$ cat config.mk
export PLATFORM = sky130hd
export DESIGN_NAME = switch_debounce_and_adc_smoothing
export DESIGN_NICKNAME = d
export VERILOG_FILES = /design/src/design/sdas_pkg.sv /design/src/design/sdas_debounce.sv /design/src/design/sdas_smooth.sv /design/src/design/switch_debounce_and_adc_smoothing.sv
export SDC_FILE = /design/constraint.sdc
export NUM_CORES = 1
export LEC_CHECK = 0
export BUFFER_PORTS_ARGS = -buffer_cell sky130_fd_sc_hd__buf_2
export CAP_MARGIN = 30
export CORE_ASPECT_RATIO = 2
export CORE_MARGIN = 10
export CORE_UTILIZATION = 65
export CTS_CLUSTER_DIAMETER = 60
export DETAILED_ROUTE_END_ITERATION = 10
export PLACE_DENSITY = 0.86
export SLEW_MARGIN = 10
export SYNTH_ARGS = -nofsm -noshare
export SYNTH_HDL_FRONTEND = slang
export SYNTH_HIERARCHICAL = 1
export SYNTH_SLANG_ARGS = --single-unit
$ cat constraint.sdc
create_clock -name clock -period 24.4 [get_ports clock]
set_clock_uncertainty 0.05 [all_clocks]
set_input_delay 7.32 -clock clock [delete_from_list [all_inputs] [get_ports clock]]
set_output_delay 7.32 -clock clock [all_outputs]
set_load 0.02 [all_outputs]
$ cat src/design/sdas_pkg.sv
package sdas_pkg;

   localparam int SAMPLE_WIDTH = 12;
   localparam int ALPHA_WIDTH  = 9;
   localparam int BYTE_WIDTH   = 8;
   localparam int DIP_WIDTH    = 4;
   localparam int BUTTON_WIDTH = 5;
   localparam int CHANNELS     = 3;

   localparam logic [ALPHA_WIDTH-1:0] ALPHA_RESET = 9'd51;

   typedef logic [SAMPLE_WIDTH-1:0] sample_type;
   typedef logic [ALPHA_WIDTH-1:0]  alpha_type;
   typedef logic [BYTE_WIDTH-1:0]   byte_type;

endpackage

$ cat src/design/sdas_debounce.sv
module sdas_debounce import sdas_pkg::*; #(
   parameter int WIDTH = 4,
   parameter int DEPTH = 3
) (
   input  logic             clock,
   input  logic             reset,
   input  logic             step,
   input  logic [WIDTH-1:0] sample,
   output logic [WIDTH-1:0] held_next
);

   // Entry zero is the oldest sample.
   logic [WIDTH-1:0] hist_ff [DEPTH];
   logic [WIDTH-1:0] hist_in [DEPTH];
   logic [WIDTH-1:0] held_ff;
   logic             agree;

   always_comb begin
      agree = 1'b1;
      for (int i = 0; i < DEPTH - 1; i++) begin
         hist_in[i] = hist_ff[i + 1];
      end
      hist_in[DEPTH-1] = sample;
      // After the shift, the window agrees when every kept sample equals the new one.
      for (int i = 1; i < DEPTH; i++) begin
         if (hist_ff[i] != sample) begin
            agree = 1'b0;
         end
      end
      held_next = agree ? sample : held_ff;
   end

   always_ff @(posedge clock) begin
      if (reset) begin
         for (int i = 0; i < DEPTH; i++) begin
            hist_ff[i] <= '0;
         end
         held_ff <= '0;
      end else if (step) begin
         for (int i = 0; i < DEPTH; i++) begin
            hist_ff[i] <= hist_in[i];
         end
         held_ff <= held_next;
      end
   end

endmodule

$ cat src/design/sdas_smooth.sv
module sdas_smooth import sdas_pkg::*; #(
   parameter int ADC_WIDTH = 12
) (
   input  logic       clock,
   input  logic       step,
   input  logic       primed,
   input  alpha_type  alpha,
   input  sample_type sample,
   output byte_type   byte_next
);

   localparam int DW = ADC_WIDTH + 1;
   localparam int PW = ADC_WIDTH + ALPHA_WIDTH + 2;
   localparam int QW = PW - 8;
   localparam int YW = QW + 1;
   localparam int HW = ADC_WIDTH + BYTE_WIDTH;

   logic [ADC_WIDTH-1:0]              value_ff;
   logic [ADC_WIDTH-1:0]              value_in;
   logic [SAMPLE_WIDTH+ADC_WIDTH-1:0] sample_wide;
   logic [ADC_WIDTH-1:0]              x;
   logic [ADC_WIDTH-1:0]              last;
   logic signed [DW-1:0]              diff;
   logic signed [PW-1:0]              prod;
   logic signed [QW-1:0]              quot;
   logic signed [YW-1:0]              y;
   logic [HW-1:0]                     high_wide;

   always_comb begin
      sample_wide = {{ADC_WIDTH{1'b0}}, sample};
      x           = sample_wide[ADC_WIDTH-1:0];
      // The first sample after reset seeds the filter.
      last        = primed ? value_ff : x;
      diff        = $signed({1'b0, x}) - $signed({1'b0, last});
      prod        = $signed({1'b0, alpha}) * diff;
      // Dropping the low byte of a two's complement value rounds toward minus infinity.
      quot        = $signed(prod[PW-1:8]);
      y           = $signed({{(YW-ADC_WIDTH){1'b0}}, last}) + $signed({quot[QW-1], quot});
      if (y[YW-1]) begin
         value_in = '0;
      end else if (|y[YW-2:ADC_WIDTH]) begin
         value_in = '1;
      end else begin
         value_in = y[ADC_WIDTH-1:0];
      end
      high_wide = {{BYTE_WIDTH{1'b0}}, value_in} >> 4;
      byte_next = (|high_wide[HW-1:BYTE_WIDTH]) ? '1 : high_wide[BYTE_WIDTH-1:0];
   end

   always_ff @(posedge clock) begin
      if (step) begin
         value_ff <= value_in;
      end
   end

endmodule

$ cat src/design/switch_debounce_and_adc_smoothing.sv
// Debounces a DIP switch group and a push button group and smooths three converter
// channels with a first-order low-pass filter, one result per request. A request is
// taken into an input register; the filters and debouncers then update from it into
// the result register, so the block accepts one request every clock cycle unless a
// result stalls; a result is registered once its held request moves on. A stalled
// result holds the input register, and the request side stalls once that is full.
// A switch group's state follows its input only after AGREE_SAMPLES equal samples.
// Each filter computes last + floor(alpha * (x - last) / 256), seeded by the first
// sample after reset and clamped to ADC_WIDTH bits; alpha comes from the csr register
// (reset value 51, about 0.2). Results carry the filtered values divided by 16,
// saturated at 255, with channel 1 (joystick x) ahead of channel 0 (joystick y).
module switch_debounce_and_adc_smoothing import sdas_pkg::*; #(
   parameter int ADC_WIDTH     = 12,
   parameter int AGREE_SAMPLES = 3
) (
   input  logic                    clock,
   input  logic                    reset,
   input  logic                    csr_write_enable,
   input  alpha_type               csr_write_data,
   input  logic                    req_valid,
   output logic                    req_stall,
   input  logic [DIP_WIDTH-1:0]    req_dip_bits,
   input  logic [BUTTON_WIDTH-1:0] req_button_bits,
   input  sample_type              req_adc_ch0,
   input  sample_type              req_adc_ch1,
   input  sample_type              req_adc_ch2,
   output logic                    rsp_valid,
   input  logic                    rsp_stall,
   output logic [DIP_WIDTH-1:0]    rsp_dip_state,
   output byte_type                rsp_joy_x_byte,
   output byte_type                rsp_joy_y_byte,
   output byte_type                rsp_pot_byte,
   output logic [BUTTON_WIDTH-1:0] rsp_button_state
);

   alpha_type               alpha_ff;
   logic                    primed_ff;
   logic                    in_valid_ff;
   logic [DIP_WIDTH-1:0]    dip_ff;
   logic [BUTTON_WIDTH-1:0] button_ff;
   sample_type              chan_ff [CHANNELS];
   byte_type                byte_next [CHANNELS];
   logic [DIP_WIDTH-1:0]    dip_next;
   logic [BUTTON_WIDTH-1:0] button_next;
   logic                    advance;
   logic                    req_take;

   logic                    rsp_valid_ff;
   logic [DIP_WIDTH-1:0]    rsp_dip_ff;
   byte_type                rsp_joy_x_ff;
   byte_type                rsp_joy_y_ff;
   byte_type                rsp_pot_ff;
   logic [BUTTON_WIDTH-1:0] rsp_button_ff;

   // The held request moves on whenever the result register is empty or being drained.
   assign advance   = in_valid_ff && (!rsp_valid_ff || !rsp_stall);
   assign req_stall = in_valid_ff && !advance;
   assign req_take  = req_valid && !req_stall;

   always_ff @(posedge clock) begin
      if (reset) begin
         alpha_ff <= ALPHA_RESET;
      end else if (csr_write_enable) begin
         alpha_ff <= csr_write_data;
      end
   end

   always_ff @(posedge clock) begin
      if (reset) begin
         in_valid_ff <= 1'b0;
      end else if (!req_stall) begin
         in_valid_ff <= req_valid;
      end
   end

   always_ff @(posedge clock) begin
      if (req_take) begin
         dip_ff     <= req_dip_bits;
         button_ff  <= req_button_bits;
         chan_ff[0] <= req_adc_ch0;
         chan_ff[1] <= req_adc_ch1;
         chan_ff[2] <= req_adc_ch2;
      end
   end

   always_ff @(posedge clock) begin
      if (reset) begin
         primed_ff <= 1'b0;
      end else if (advance) begin
         primed_ff <= 1'b1;
      end
   end

   sdas_debounce #(
      .WIDTH (DIP_WIDTH),
      .DEPTH (AGREE_SAMPLES)
   ) u_dip_debounce (
      .clock     (clock),
      .reset     (reset),
      .step      (advance),
      .sample    (dip_ff),
      .held_next (dip_next)
   );

   sdas_debounce #(
      .WIDTH (BUTTON_WIDTH),
      .DEPTH (AGREE_SAMPLES)
   ) u_button_debounce (
      .clock     (clock),
      .reset     (reset),
      .step      (advance),
      .sample    (button_ff),
      .held_next (button_next)
   );

   for (genvar c = 0; c < CHANNELS; c++) begin : g_chan
      sdas_smooth #(
         .ADC_WIDTH (ADC_WIDTH)
      ) u_smooth (
         .clock     (clock),
         .step      (advance),
         .primed    (primed_ff),
         .alpha     (alpha_ff),
         .sample    (chan_ff[c]),
         .byte_next (byte_next[c])
      );
   end

   always_ff @(posedge clock) begin
      if (reset) begin
         rsp_valid_ff <= 1'b0;
      end else if (advance) begin
         rsp_valid_ff <= 1'b1;
      end else if (!rsp_stall) begin
         rsp_valid_ff <= 1'b0;
      end
   end

   always_ff @(posedge clock) begin
      if (advance) begin
         rsp_dip_ff    <= dip_next;
         rsp_joy_x_ff  <= byte_next[1];
         rsp_joy_y_ff  <= byte_next[0];
         rsp_pot_ff    <= byte_next[2];
         rsp_button_ff <= button_next;
      end
   end

   assign rsp_valid        = rsp_valid_ff;
   assign rsp_dip_state    = rsp_dip_ff;
   assign rsp_joy_x_byte   = rsp_joy_x_ff;
   assign rsp_joy_y_byte   = rsp_joy_y_ff;
   assign rsp_pot_byte     = rsp_pot_ff;
   assign rsp_button_state = rsp_button_ff;

endmodule

==> results of run 1 <==
==> final timing paths <==
path,endpoint,slack [ps],cells past startpoint
setup / recovery,req_stall,9130,4
hold / removal,u_button_debounce/held_ff[2]$_SDFFE_PP0P_,440,2
setup reg to reg,rsp_pot_byte[2]$_DFFE_PP_,13070,40
hold reg to reg,u_button_debounce/held_ff[2]$_SDFFE_PP0P_,440,2
==> registers in the layout, indices dropped and copies added, names as in the netlist <==
| name | cells |
|---|---|
| alpha_ff | 9 |
| button_ff | 5 |
| chan_ff | 36 |
| dip_ff | 4 |
| g_chan.u_smooth/value_ff | 36 |
| in_valid_ff | 1 |
| primed_ff | 1 |
| rsp_button_state | 5 |
| rsp_dip_state | 4 |
| rsp_joy_x_byte | 8 |
| rsp_joy_y_byte | 8 |
| rsp_pot_byte | 8 |
| rsp_valid | 1 |
| u_button_debounce/held_ff | 5 |
| u_button_debounce/hist_ff | 10 |
| u_dip_debounce/held_ff | 4 |
| u_dip_debounce/hist_ff | 8 |
==> worst max-delay path, stage by stage <==
cell and delay, ps:
buf_2 130, nand3_1 120, inv_1 140, buf_2 190
==> Yosys cell counts (22+ instances only) <==
library cell,count
mux2i_1,49
ha_1,225
o21ai_0,39
a21o_1,30
nor3_1,22
xnor2_1,65
o21a_1,22
edfxtp_1,132
clkbuf_1,36
nand3_1,30
nand2_1,223
xor2_1,42
and2_1,132
nor2_1,61
a21oi_1,85
inv_1,476
fa_1,306
nand2b_1,55
nor2b_1,27
==> metrics by stage <==
step / setup slack [ps] / hold slack [ps] / std cells / area (µm²)
global route: 9078 / 455.9 / 2885 / 24300
detailed placement: 9127 / 429.5 / 2849 / 23650
floorplan: 9456 / 395.6 / 2339 / 22660
finish: 9129 / 439.8 / 2885 / 24300
CTS: 9122 / 441.5 / 2881 / 24270
global placement: 9174 / 410.1 / 2849 / 23650
==> layer usage <==
metal / vias to the layer above / GRT usage / wire [µm]
li1: 7707 / - / -
met1: 8476 / 0.2393 / 18120
met2: 521 / 0.5073 / 31570
met3: 195 / 0.02822 / 1998
met4: 0 / 0.1225 / 2465
met5: - / 0 / 0
==> logic make-up after synthesis <==
kind of cell / count (synthesis)
flip-flops: 153
multiplexers: 72
adder cells (fa/ha/maj): 531
AO/OA/AOI/OAI: 312
XOR/XNOR: 108
buffers and inverters: 526
AND/OR/NAND/NOR: 637
==> layout by cell type, fill, tap and decap left out, types with 60 or more instances in the layout <==
cell	synthesis	routed
nand2_1	223	223
edfxtp_1	132	132
and2_1	132	132
fa_1	306	306
a21oi_1	85	85
buf_2	3	93
inv_1	476	476
ha_1	225	225
xnor2_1	65	65
nor2_1	61	60
==> final cells by class <==
| class | instances | area share |
|---|---|---|
| tap | 441 | 0.02271 |
| clock inverter | 15 | 0.008084 |
| sequential | 153 | 0.1805 |
| timing repair buffer | 122 | 0.02827 |
| multi-input combinational | 1660 | 0.6693 |
| inverter | 477 | 0.07368 |
| clock buffer | 17 | 0.01751 |
==> flow_metrics.tcl, run 1 <==
set metrics [dict create \
    synth_compound_area_frac 0.09834 \
    path_class "input pin to output port" \
    grt_max_degree 62 \
    antenna_left 0 \
    cts_buffers 17 \
    cts_max_path_buffers 2 \
    slew_violations 0 \
    synth.distinct_cells 98 \
    clockRootBuffer "clkbuf_16" \
    min_from "u_button_debounce/held_ff[2]$_SDFFE_PP0P_" \
    clk_latency_ps 450 \
    drive_above_1_share 0.09943 \
    synth_adder_area_share 0.3946 \
    wl_per_cell_um 18.77 \
    synth_top_family_by_area "adder cells" \
    timing.max_cap.violations 0 \
    slew-limit-headroom 0.3134 \
    grt_use_total 0.2513 \
    grt_pass1_wl_um 89350 \
    synth_edf_count 132 \
    tightest_slew_ps 1023 \
    min_path_type "flip-flop to flip-flop" \
    hold_viol_final 0 \
    cp-start-kind "input pin" \
    synth-xor-area-share 0.04208 \
    die_area_um2 43180 \
    clock.fmax_mhz 65.49 \
    antenna_found_initial 0 \
    design.core.area_um2 34350 \
    async_flop_share 0 \
    cts-resized-gates 0 \
    firstDrtPassIters 6 \
    syn_nets 2929 \
    rr_startpoint "primed_ff$_SDFFE_PP0P_" \
    diodes 0 \
    status "completed" \
    start_util 0.6596 \
    avgViaCountPerCell 5.858 \
    fillerInstances 2501 \
    die_w_um 152.0 \
    htreeDepth 4 \
    final.min_clock_period_ps 15270 \
    synthSimpleGateAreaFrac 0.1486 \
    gp_congestion 0.9442 \
    cts_hold_buffers 0 \
    rsz0062_at_grt "false" \
    seq_area_frac_synth 0.1935 \
    routed_wl_um 54160 \
    drtIter0Drc 936 \
    grt_pass1_vias 18810 \
    crit_fanout 3 \
    die_h_um 284.0 \
    synthTopCellsByArea "fa_1 (27%), edfxtp_1 (17%), ha_1 (12%)" \
    synth_area_per_cell_um2 9.688 \
    synthMuxAreaShare 0.03308 \
    final_core_util 0.7074 \
    ys_seq_elements 153 \
    rows 96 \
    vias 16900 \
    setup_violations 0 \
    multi_input_area_um2 16260 \
    cts_setup_buffers 0 \
    cts.sinks 153 \
    register_area_um2 4385 \
    grt_overflow 0 \
    arrival_ps 7900 \
    crit_path_end_kind "output port" \
    timing.setup.tns_ps 0 \
    drc 0 \
    path_clk_slew_ps 70 \
    synth_area_um2 22660 \
    synth_top_area_frac 0.2703 \
    period_share 0.6258 \
    fin_nets 3021 \
    port_buffers 93 \
    ys_dominant_reg_cell "edfxtp_1" \
    synth_largest_area_cell "fa_1" \
    crit_start "rsp_stall" \
    ys_warn_count 6 \
    syn_to_final_growth_pct 7.245 \
    cts_tree "yes" \
    io-pin-count 94 \
    cp.required_ps 17030 \
    place_hpwl_um 43430 \
    synth_cells 2339 \
]
Power of run 1 is left out: the tool's default activity adds up to more than one toggle a clock period on the data nets, which glitch-free logic cannot reach.
==> run 2: changes to the inputs <==
Clock period 24.4 ns to 14.93 ns, I/O delays scaled along.
==> flow_metrics.tcl, run 2 (synthesis gave the netlist of run 1 again) <==
set metrics [dict create \
    status "completed" \
    timing.setup.tns_ps 0 \
    grt_pass1_wl_um 92680 \
    drtIter0Drc 1046 \
    cts_buffers 17 \
    rows 96 \
    cts_hold_buffers 0 \
    rr_startpoint "primed_ff$_SDFFE_PP0P_" \
    firstDrtPassIters 7 \
    final.min_clock_period_ps 11020 \
    fillerInstances 2602 \
    r2r_slack_ps 3910 \
    cts-resized-gates 0 \
    die_area_um2 43180 \
    slew_violations 0 \
    clk_latency_ps 450 \
    cp.required_ps 15020 \
    grt_max_degree 76 \
    arrival_ps 11110 \
    place_hpwl_um 44310 \
    cp-start-kind "flip-flop" \
    antenna_left 0 \
    critPathSlowestCell "dfxtp_2" \
    antenna_found_initial 2 \
    r2r_end "rsp_pot_byte[7]$_DFFE_PP_" \
    design.core.area_um2 34350 \
    slew-limit-headroom 0.3594 \
    routed_wl_um 56850 \
    syn_to_final_growth_pct 6.974 \
    grt_overflow 0 \
    final_common_cell "inv_1" \
    cts_max_path_buffers 2 \
    reg_top3 "chan_ff x36, g_chan.u_smooth/value_ff x36, u_button_debounce/hist_ff x10" \
    hold_end "u_button_debounce/held_ff[0]$_SDFFE_PP0P_" \
    min_path_type "flip-flop to flip-flop" \
    fin_nets 3017 \
    timing.max_cap.violations 0 \
    wl_per_cell_um 19.73 \
    max_stage_delay_ps 590 \
    die_w_um 152.0 \
    io-pin-count 94 \
    min_from "u_button_debounce/held_ff[0]$_SDFFE_PP0P_" \
    register_area_um2 4385 \
    vias 17030 \
    grt_pass1_vias 19040 \
    cts.sinks 153 \
    grt_use_total 0.2635 \
    path_class "flip-flop to flip-flop" \
    multi_input_area_um2 16260 \
    die_h_um 284.0 \
    crit_fanout 28 \
    layout_common_cells "inv_1 (476), fa_1 (306), ha_1 (225)" \
    clockRootBuffer "clkbuf_16" \
    gp_congestion 0.9832 \
    rsz0062_at_grt "false" \
    hold_viol_final 0 \
    setup_violations 0 \
    clock.fmax_mhz 90.74 \
    cts_tree "yes" \
    path_clk_slew_ps 80 \
    period_share 0.7381 \
    htreeDepth 4 \
    r2r_cells 40 \
    tightest_slew_ps 957.7 \
    avgViaCountPerCell 5.910 \
    port_buffers 93 \
    start_util 0.6596 \
    crit_path_end_kind "flip-flop" \
    cts_setup_buffers 0 \
    drive_above_1_share 0.09754 \
    hold_depth 2 \
    drc 0 \
]
-- run 2: cell count changes in the layout (fill, tap and decap cells not counted), sizes merged --
cell      previous run  this run
buf                120       117
clkbuf              19        20
clkinv               5         3
clkinvlp             1         4
diode                0         1
inv                485       482
-- run 2: worst max-delay path by stage --
stage / from / endpoint / cells past startpoint
5_1_grt: primed_ff$_SDFFE_PP0P_ / g_chan[2].u_smooth/value_ff[11]$_DFFE_PP_ / 40
6_report: primed_ff$_SDFFE_PP0P_ / rsp_pot_byte[7]$_DFFE_PP_ / 40
4_1_cts: primed_ff$_SDFFE_PP0P_ / g_chan[2].u_smooth/value_ff[11]$_DFFE_PP_ / 40
3_5_place_dp: primed_ff$_SDFFE_PP0P_ / rsp_pot_byte[7]$_DFFE_PP_ / 34
2_1_floorplan: rsp_stall / u_dip_debounce/hist_ff[2][2]$_SDFFCE_PN0P_ / 4
3_3_place_gp: primed_ff$_SDFFE_PP0P_ / g_chan[2].u_smooth/value_ff[11]$_DFFE_PP_ / 34
-- run 2: through the flow --
step                      hold slack [ps]  cell area [µm²]  utilization  setup WS, ps  cells
final                               430.2            24240       0.7056          3910   2882
after floorplan                     395.6            22660            -          3619   2339
after global routing                456.1            24240       0.7056          3344   2882
after global placement              409.2            23610       0.6872          4543   2844
after CTS                           437.2            24190       0.7041          3998   2876
after detailed placement            424.5            23610       0.6872          4054   2844
-- run 2: cell type report --
type | count | share of cell area
multi-input combinational | 1660 | 0.6710
sequential | 153 | 0.1809
inverter | 477 | 0.07387
timing repair buffer | 118 | 0.02736
tap | 441 | 0.02276
clock buffer | 19 | 0.01827
clock inverter | 13 | 0.005730
antenna | 1 | 0.0001032
-- run 2: layer usage --
| layer | vias to the layer above | GRT usage | part of all wire |
|---|---|---|---|
| li1 | 7695 | - | - |
| met1 | 8480 | 0.2568 | 0.33 |
| met2 | 597 | 0.5095 | 0.56 |
| met3 | 260 | 0.02655 | 0.041 |
| met4 | 0 | 0.1680 | 0.061 |
| met5 | - | 0 | 0 |
-- run 2: worst max-delay path, delay by kind of cell (launching register included) --
kind | cells | cell delay, ps
AOI/OAI and AO/OA | 17 | 4190
adders and majority gates | 8 | 3510
and+or+nand+nor | 7 | 940
buffers and inverters | 6 | 740
xor gates and xnor gates | 2 | 650
DFF | 1 | 590
Power of run 2 is left out for the same reason.
==> run 3: changes to the inputs <==
Settings changed: ABC_AREA from default to 1, CORE_UTILIZATION 65 to 59, PLACE_DENSITY 0.86 to 0.83.
Clock period 14.93 ns to 8.9 ns, I/O delays scaled along.
==> flow_metrics.tcl, run 3 <==
set metrics [dict create \
    drtIter0Drc 1152 \
    clock.fmax_mhz 117.2 \
    drc 0 \
    ys_warn_count 6 \
    cts_tree "yes" \
    synth_cells 3148 \
    timing.max_cap.violations 0 \
    crit_family "adder cells" \
    grt_pass1_vias 22160 \
    arrival_ps 8690 \
    cts.sinks 153 \
    max_stage_delay_ps 550 \
    layout_common_cells "inv_1 (780), nand2_1 (747), fa_1 (303)" \
    firstDrtPassIters 7 \
    cp.required_ps 9060 \
    r2r_end "g_chan[1].u_smooth/value_ff[5]$_DFFE_PP_" \
    place_hpwl_um 54330 \
    cp-start-kind "flip-flop" \
    critPathSlowestCell "fa_1" \
    path_class "flip-flop to flip-flop" \
    drive_above_1_share 0.1441 \
    final_core_util 0.6618 \
    synth_largest_area_cell "fa_1" \
    path_clk_slew_ps 80 \
    ys_seq_elements 153 \
    tightest_slew_ps 802.9 \
    antenna_left 0 \
    slew-limit-headroom 0.4631 \
    final_common_cell "inv_1" \
    synth_edf_count 132 \
    status "completed" \
    crit_top_cell "nand2_1" \
    hold_end "u_dip_debounce/held_ff[3]$_SDFFE_PP0P_" \
    rows 105 \
    grt_max_degree 51 \
    io-pin-count 94 \
    hold_depth 2 \
    avgViaCountPerCell 5.370 \
    ys_dominant_reg_cell "edfxtp_1" \
    clk_latency_ps 460 \
    gp_congestion 1.006 \
    antenna_found_initial 0 \
    setup_violations 0 \
    design.core.area_um2 40990 \
    r2r_cells 44 \
    yosysMostFrequentCell "inv_1" \
    seq_area_frac_synth 0.1799 \
    reg_top3 "chan_ff x36, g_chan.u_smooth/value_ff x36, u_button_debounce/hist_ff x10" \
    fillerInstances 3458 \
    diodes 0 \
    place_area_um2 26110 \
    syn_nets 3738 \
    die_area_um2 50320 \
    syn_to_final_growth_pct 11.32 \
    path_buf_inv 14 \
    htreeDepth 4 \
    min_path_type "flip-flop to flip-flop" \
    slew_violations 0 \
    min_from "u_dip_debounce/held_ff[3]$_SDFFE_PP0P_" \
    final.min_clock_period_ps 8536 \
    r2r_slack_ps 360 \
    cts_buffers 17 \
    period_share 0.9591 \
    die_h_um 307.4 \
    synth_area_um2 24370 \
    vias 20830 \
    wl_per_cell_um 16.92 \
    postLayoutCellArea_um2 27130 \
    grt_pass1_wl_um 104900 \
    synth_top_area_frac 0.2514 \
    start_util 0.5945 \
    crit_path_end_kind "flip-flop" \
    port_buffers 93 \
    die_w_um 163.7 \
    routed_wl_um 65630 \
    clockRootBuffer "clkbuf_16" \
    hold_viol_final 0 \
    synth_area_per_cell_um2 7.741 \
    rr_startpoint "primed_ff$_SDFFE_PP0P_" \
    grt_use_total 0.2634 \
    grt_overflow 0 \
    synthTopCellsByArea "fa_1 (25%), edfxtp_1 (16%), inv_1 (12%)" \
    async_flop_share 0 \
    crit_fanout 19 \
    cts_max_path_buffers 2 \
    synth_common_cells "inv_1 (788), nand2_1 (759), fa_1 (306)" \
    fin_nets 3921 \
    synth.distinct_cells 53 \
]
## run 3: cell count changes after synthesis, moves of 22 or more
cell	change
nand2_1	+536
nor2_1	+205
inv_2	+23
nor2b_1	-27
nand2b_1	-55
inv_1	+312
mux2i_1	-49
nand3_1	+55
a21o_1	-24
and2_1	-122
a21oi_1	+22
nand2_2	+42
## run 3: stage by stage
| step | setup slack, ps | hold slack (ps) | instances | TNS, ps |
|---|---|---|---|---|
| 6_report | 363.9 | 404.2 | 3879 | 0 |
| 4_1_cts | 25.58 | 403.2 | 3869 | 0 |
| 2_1_floorplan | 551.2 | 376.1 | 3148 | 0 |
| 5_1_grt | -78.50 | 424.9 | 3879 | -1915 |
| 3_5_place_dp | -341.6 | 389.2 | 3837 | -6667 |
| 3_3_place_gp | -224.3 | 385.8 | 3836 | -4397 |
## run 3: per-layer routing
layer / share of wire / vias to the layer above / wire length [µm] / track usage
met5: 0 / - / 0 / 0
met4: 0.074 / 0 / 4855 / 0.1836
met3: 0.044 / 294 / 2906 / 0.03413
met2: 0.56 / 671 / 36860 / 0.5102
met1: 0.32 / 10020 / 21010 / 0.2423
li1: - / 9840 / - / -
## run 3: worst max path at each step
| stage | startpoint | endpoint | slack (ps) | cells after the start |
|---|---|---|---|---|
| 3_5_place_dp | primed_ff$_SDFFE_PP0P_ | g_chan[2].u_smooth/value_ff[7]$_DFFE_PP_ | -340 | 49 |
| 2_1_floorplan | primed_ff$_SDFFE_PP0P_ | g_chan[1].u_smooth/value_ff[10]$_DFFE_PP_ | 550 | 44 |
| 4_1_cts | primed_ff$_SDFFE_PP0P_ | rsp_pot_byte[4]$_DFFE_PP_ | 30 | 49 |
| 5_1_grt | primed_ff$_SDFFE_PP0P_ | g_chan[2].u_smooth/value_ff[3]$_SDFFCE_PN0P_ | -80 | 49 |
| 6_report | primed_ff$_SDFFE_PP0P_ | g_chan[1].u_smooth/value_ff[5]$_DFFE_PP_ | 360 | 44 |
| 3_3_place_gp | primed_ff$_SDFFE_PP0P_ | rsp_pot_byte[0]$_DFFE_PP_ | -220 | 49 |
## run 3: worst reg2reg max path, delay by kind of cell, from the launching register on
kind / cells / cell delay [ps]
fa+ha+maj: 8 / 3550
xor+xnor: 1 / 110
compound gates: 5 / 940
simple gates: 16 / 1540
flops: 1 / 410
buf+inv: 14 / 1680
## run 3: cell families after synthesis
group           count (synthesis)  synth area share
fa+ha+maj                     531            0.3669
xor+xnor                       86           0.03091
simple gates                 1279            0.2267
compound gates                244           0.05987
flops                         153            0.1799
buf+inv                       855            0.1357
## run 3: what timing repair did
action / 4_1_cts / 5_1_grt
resized for setup: 5 / 89
endpoints found under the setup margin: 36 / 60
buffers inserted: 0 / 8
hold endpoints to repair: 0 / 0
gates cloned: 0 / 2
pin swaps: 0 / 28
hold buffers: 0 / 0
## run 3: cell type report
| type | count | area (µm²) | share of cell area |
|---|---|---|---|
| clock buffer | 18 | 439.2 | 0.01619 |
| clock inverter | 14 | 138.9 | 0.005120 |
| inverter | 816 | 3073 | 0.1133 |
| multi-input combinational | 2140 | 16990 | 0.6264 |
| sequential | 153 | 4388 | 0.1618 |
| tap | 535 | 669.4 | 0.02468 |
| timing repair buffer | 203 | 1426 | 0.05258 |
Power of run 3 is left out for the same reason.
